## src/design/rspe_pkg.sv

```systemverilog
// ----------------------------------------------------------------------------
// rspe_pkg: shared GF(2^8) arithmetic for the Reed-Solomon parity encoder
// Field constants and a constant-free multiplier modulo x^8+x^4+x^3+x^2+1.
// ----------------------------------------------------------------------------
package rspe_pkg;

  typedef logic [7:0] gf_byte_t;

  // low byte of the field polynomial 0x11D
  localparam gf_byte_t GF_POLY_LOW = 8'h1D;
  // primitive element, also the step between generator roots
  localparam gf_byte_t GF_ALPHA    = 8'h02;
  localparam gf_byte_t GF_ONE      = 8'h01;

  // shift-and-add multiply, msb of b first
  function automatic gf_byte_t gf_mul(input gf_byte_t a, input gf_byte_t b);
    gf_byte_t acc;
    acc = '0;
    for (int k = 7; k >= 0; k--) begin
      acc = {acc[6:0], 1'b0} ^ (acc[7] ? GF_POLY_LOW : 8'h00);
      if (b[k]) begin
        acc = acc ^ a;
      end
    end
    return acc;
  endfunction

endpackage

```

## src/design/rspe_gen.sv

```systemverilog
// ----------------------------------------------------------------------------
// rspe_gen: generator polynomial builder
// Holds the effective degree and rebuilds the generator coefficients one root
// per cycle after reset and after every degree write.
// ----------------------------------------------------------------------------
module rspe_gen #(
  parameter int MAX_DEGREE = 30
) (
  input  logic                                 clk,
  input  logic                                 rst_n,
  input  logic                                 cfg_wr_en,
  input  logic [4:0]                           cfg_wr_data,
  output logic [$clog2(MAX_DEGREE+1)-1:0]      degree,
  output logic [MAX_DEGREE-1:0][7:0]           coef,
  output logic                                 busy
);

  localparam int DW      = $clog2(MAX_DEGREE + 1);
  localparam int RST_DEG = (10 > MAX_DEGREE) ? MAX_DEGREE : 10;

  logic [DW-1:0]                 deg_r, deg_nxt;
  logic [DW-1:0]                 iter_r, iter_nxt;
  rspe_pkg::gf_byte_t            root_r, root_nxt;
  logic [MAX_DEGREE-1:0][7:0]    coef_r, coef_nxt;
  logic [MAX_DEGREE-1:0][7:0]    coef_step;
  logic [DW-1:0]                 wr_deg;
  logic [DW-1:0]                 start_deg;
  logic                          start;

  // written degree, zero taken as one, saturated at the maximum
  always_comb begin
    if (cfg_wr_data == 5'd0) begin
      wr_deg = DW'(1);
    end else if (int'(cfg_wr_data) > MAX_DEGREE) begin
      wr_deg = DW'(MAX_DEGREE);
    end else begin
      wr_deg = DW'(cfg_wr_data);
    end
  end

  assign start     = !rst_n || cfg_wr_en;
  assign start_deg = !rst_n ? DW'(RST_DEG) : wr_deg;

  // one root multiplied in: g[j] = g[j]*root + g[j+1]
  for (genvar j = 0; j < MAX_DEGREE; j++) begin : g_step
    if (j < MAX_DEGREE - 1) begin : g_mid
      assign coef_step[j] = rspe_pkg::gf_mul(coef_r[j], root_r)
                          ^ ((j + 1 < int'(deg_r)) ? coef_r[j+1] : 8'h00);
    end else begin : g_top
      assign coef_step[j] = rspe_pkg::gf_mul(coef_r[j], root_r);
    end
  end

  // next state: seed on start, iterate while roots remain
  always_comb begin
    deg_nxt  = deg_r;
    iter_nxt = iter_r;
    root_nxt = root_r;
    coef_nxt = coef_r;
    if (start) begin
      deg_nxt  = start_deg;
      iter_nxt = start_deg;
      root_nxt = rspe_pkg::GF_ONE;
      for (int j = 0; j < MAX_DEGREE; j++) begin
        coef_nxt[j] = (j + 1 == int'(start_deg)) ? rspe_pkg::GF_ONE : 8'h00;
      end
    end else if (iter_r != '0) begin
      iter_nxt = iter_r - DW'(1);
      root_nxt = rspe_pkg::gf_mul(root_r, rspe_pkg::GF_ALPHA);
      coef_nxt = coef_step;
    end
  end

  // state registers (reset seeds the build through start)
  always_ff @(posedge clk) begin
    deg_r  <= deg_nxt;
    iter_r <= iter_nxt;
    root_r <= root_nxt;
    coef_r <= coef_nxt;
  end

  assign degree = deg_r;
  assign coef   = coef_r;
  assign busy   = (iter_r != '0);

endmodule

```

## config.mk

```make
export PLATFORM = sky130hd
export DESIGN_NAME = rspe_gen
export DESIGN_NICKNAME = d
export VERILOG_FILES = /design/src/design/rspe_pkg.sv /design/src/design/rspe_gen.sv
export SDC_FILE = /design/constraint.sdc
export NUM_CORES = 2
export LEC_CHECK = 0
export ABC_AREA = 1
export BUFFER_PORTS_ARGS = -buffer_cell sky130_fd_sc_hd__buf_4
export CORE_MARGIN = 5
export CORE_UTILIZATION = 45
export CTS_CLUSTER_SIZE = 24
export DETAILED_ROUTE_END_ITERATION = 6
export PLACE_DENSITY = 0.71
export SLEW_MARGIN = 20
export SYNTH_ARGS = -nofsm -noshare
export SYNTH_HDL_FRONTEND = slang
export SYNTH_SLANG_ARGS = --single-unit
```

## constraint.sdc

```tcl
create_clock -name clk -period 8.3 [get_ports clk]
set_input_delay 0.83 -clock clk [delete_from_list [all_inputs] [get_ports clk]]
set_output_delay 0.83 -clock clk [all_outputs]
set_load 0.005 [all_outputs]
```

==> key figures <==
Logic synthesis
  – Synthesized netlist cell count: 8469
  – Syn_nets: 8479
  – Number of synthesized register bits: 258
  – Netlist cell types: 40
  – Post-synthesis cell area: 49240 µm²
  – Post-synth EDFFs: 250
  – Synth area leaders: nand2_1, edfxtp_1, xor2_1
  – Ys flop type: edfxtp_1
  – Synth Area per Inst: 5.814 µm²
  – Largest area contributor in the netlist: nand2_1
  – Synth Warn #: 0
  – Seq/Total Area, Yosys: 15.57%
  – Synth top area share: 29.71%
  – Post-synthesis async set-or-reset flop share: 0%

Floorplanning
  – Core Area: 108700 µm²
  – Initial Utilization: 45.30%
  – Die area: 116100 µm²
  – Die W: 340.8 µm
  – Rows: 121
  – Io pins: 254
  – Chip height: 340.8 µm

Hold path
  – Hold depth: 3
  – Worst hold path type: flop to flop

Setup path
  – Critical path fanouts, max: 154
  – Crit path launch type: flop
  – Crit-path max cell delay: 840 ps
  – WP data required: 8640 ps
  – Crit path kind: flop to flop
  – Cell Chain, Critical Path: buf_12 > inv_1 > buf_4 > o21ai_0 > nand2_1 > xor2_1 > nand2_1 > nand3_1 > nand2_1 > inv_2 > nand2_1 > nand2_1 > nand2_1 > nand2_1 > nor2_1
  – Critical Path End Type: flop
  – R2R cell count: 15
  – CP arrival: 4200 ps
  – Crit-path slowest cell: dfxtp_4
  – Most frequent CP cell: nand2_1

Routing
  – Total number of vias: 51660
  – Metal3 WL: 14.72 mm
  – Average wire per standard cell: 16.91 µm
  – Initial DRC Count: 4649
  – Metal2 WL: 76.36 mm
  – Drt total wl: 164.6 mm
  – Final ANT Viol Nets: 0
  – Detailed-route vias per instance: 5.309
  – Residual DRC count: 1
  – Met1 wire length: 67.55 mm
  – Detailed-router iteration count before antenna repair: 7
  – Uppermost layer routed: met4

CTS
  – CTS Buffer Depth: 3
  – Post-CTS Resized: 0
  – Clock Tree Root: clkbuf_16
  – Num CTS Buffers: 39
  – Clk sinks: 258
  – H-tree depth: 2
  – Clock Pin Slew Worst Setup and Hold Paths: 60 ps
  – CTS Hold Bufs: 0
  – Worst-skew pair later-pin latency: 570 ps
  – CTS tree: done
  – Post-CTS Setup Inserts: 0

Final layout
  – Core Util, Final: 48.05%
  – Area grow syn2layout: 6.078%
  – Nets: 8297
  – Number of diodes: 0
  – Layout cells sized above 1: 5.218%

GRT
  – Pin count of the biggest net entering global routing: 170
  – First-pass GRT wire length: 260.1 mm
  – Initial antenna violation count: 2
  – Vias in the first global route: 48590
  – Overflow after GRT: 0
  – Total Routing Usage GR: 27.19%

Flow run
  – Max Cap Viol: 0

Power
  – Peak supply drop: 0.1127 mV
  – Pleak: 22.89 nW
  – Design Power: 0.004514 W
  – Power per cell area: 86.43 nW/µm²

STA
  – Slew HR: 29.71%
  – Endpoints failing setup: 0
  – Worst-margin pin slew: 1049 ps
  – Setup TNS: 0 ps
  – RSZ-0062 raised after global routing: false
  – Hold WS: 702.2 ps
  – Hold Violations, Final: 0
  – Fmax: 258.9 MHz
  – Max Transition Viols Final: 0
  – Setup Skew: 20.10 ps
  – Tmin final: 3863 ps
  – Final period util: 46.54%

Run status
  – Outcome: complete, but fails checks
  – Violated checks: DRC

Placed design
  – Routability cong.: 0.8942
  – DP HPWL: 107.9 mm
  – PortBufs: 253
-- report_power, final --
part           total [W]  internal (W)  switching, W
sequential       0.00181       0.00150      0.000307
clock            0.00176       0.00104      0.000723
combinational   0.000942      0.000335      0.000607
total            0.00451       0.00288       0.00164
-- stage by stage --
stage               instances  instance area, µm²  worst slack (ps)
floorplan                8469               49240              1088
global placement         9660               50960              4629
detailed placement       9660               50960              4493
CTS                      9731               52230              4485
global route             9731               52230              4162
finish                   9731               52230              4437
-- worst max-delay path: cells and delay by family, from the launching register on --
kind / cells / cell delay, ps
buffers and inverters: 4 / 1210
AO/OA/AOI/OAI: 1 / 360
AND/OR/NAND/NOR: 9 / 890
flip-flops: 1 / 840
XOR/XNOR: 1 / 260
-- worst paths after layout --
kind         slack [ps]   endpoint       from
min reg2reg         700  iter_r[0]  iter_r[0]
min                 700  iter_r[0]  iter_r[0]
max reg2reg        4440  coef[164]  root_r[5]
max                4440  coef[164]  root_r[5]
-- cells in the final DEF, fill, tap and decap left out, drive strengths merged, types with 69 or more instances in the layout --
cell	instances
a21oi	210
buf	284
edfxtp	250
inv	725
nand2	3914
nand3	538
nand3b	69
nor2	320
o21ai	171
xnor2	792
xor2	837
-- flip-flops by register name, indices dropped and copies added, names as in the netlist --
name    flops
coef      240
degree      5
iter_r      5
root_r      8
-- cell type report --
| class | count | area [µm²] |
|---|---|---|
| tap | 1414 | 1769 |
| inverter | 723 | 2719 |
| multi-input combinational | 6981 | 36530 |
| clock buffer | 48 | 1030 |
| timing repair buffer | 284 | 2245 |
| clock inverter | 23 | 249.0 |
| sequential | 258 | 7697 |
| fill | 11060 | 56470 |
-- cells by family (layout without fill, tap and decap cells) --
group / after synthesis / after routing / share of synthesized area [%]
xor gates and xnor gates: 1633 / 1633 / 29.72
adders and majority gates: 2 / 2 / 0.05081
AOI/OAI and AO/OA: 419 / 419 / 4.406
and+or+nand+nor: 4927 / 4927 / 39.97
buffers and inverters: 1230 / 1078 / 10.28
DFF: 258 / 258 / 15.57
-- layer usage --
layer / track usage [%] / up-vias
met5: 0 / -
met4: 9.752 / 0
met3: 4.375 / 361
met1: 34.64 / 23920
li1: - / 25360
met2: 46.50 / 2025
-- cell usage after synthesis, drive strengths merged (31+ instances only) --
master and count:
clkbuf 234, a21oi 210, o21ai 171, nand3b 69, xor2 837, nor2 320
xnor2 792, nand2 3914, nand3 538, or2 45, inv 722, nand4 31
edfxtp 250, buf 273
(Power assumes the default switching activity.)
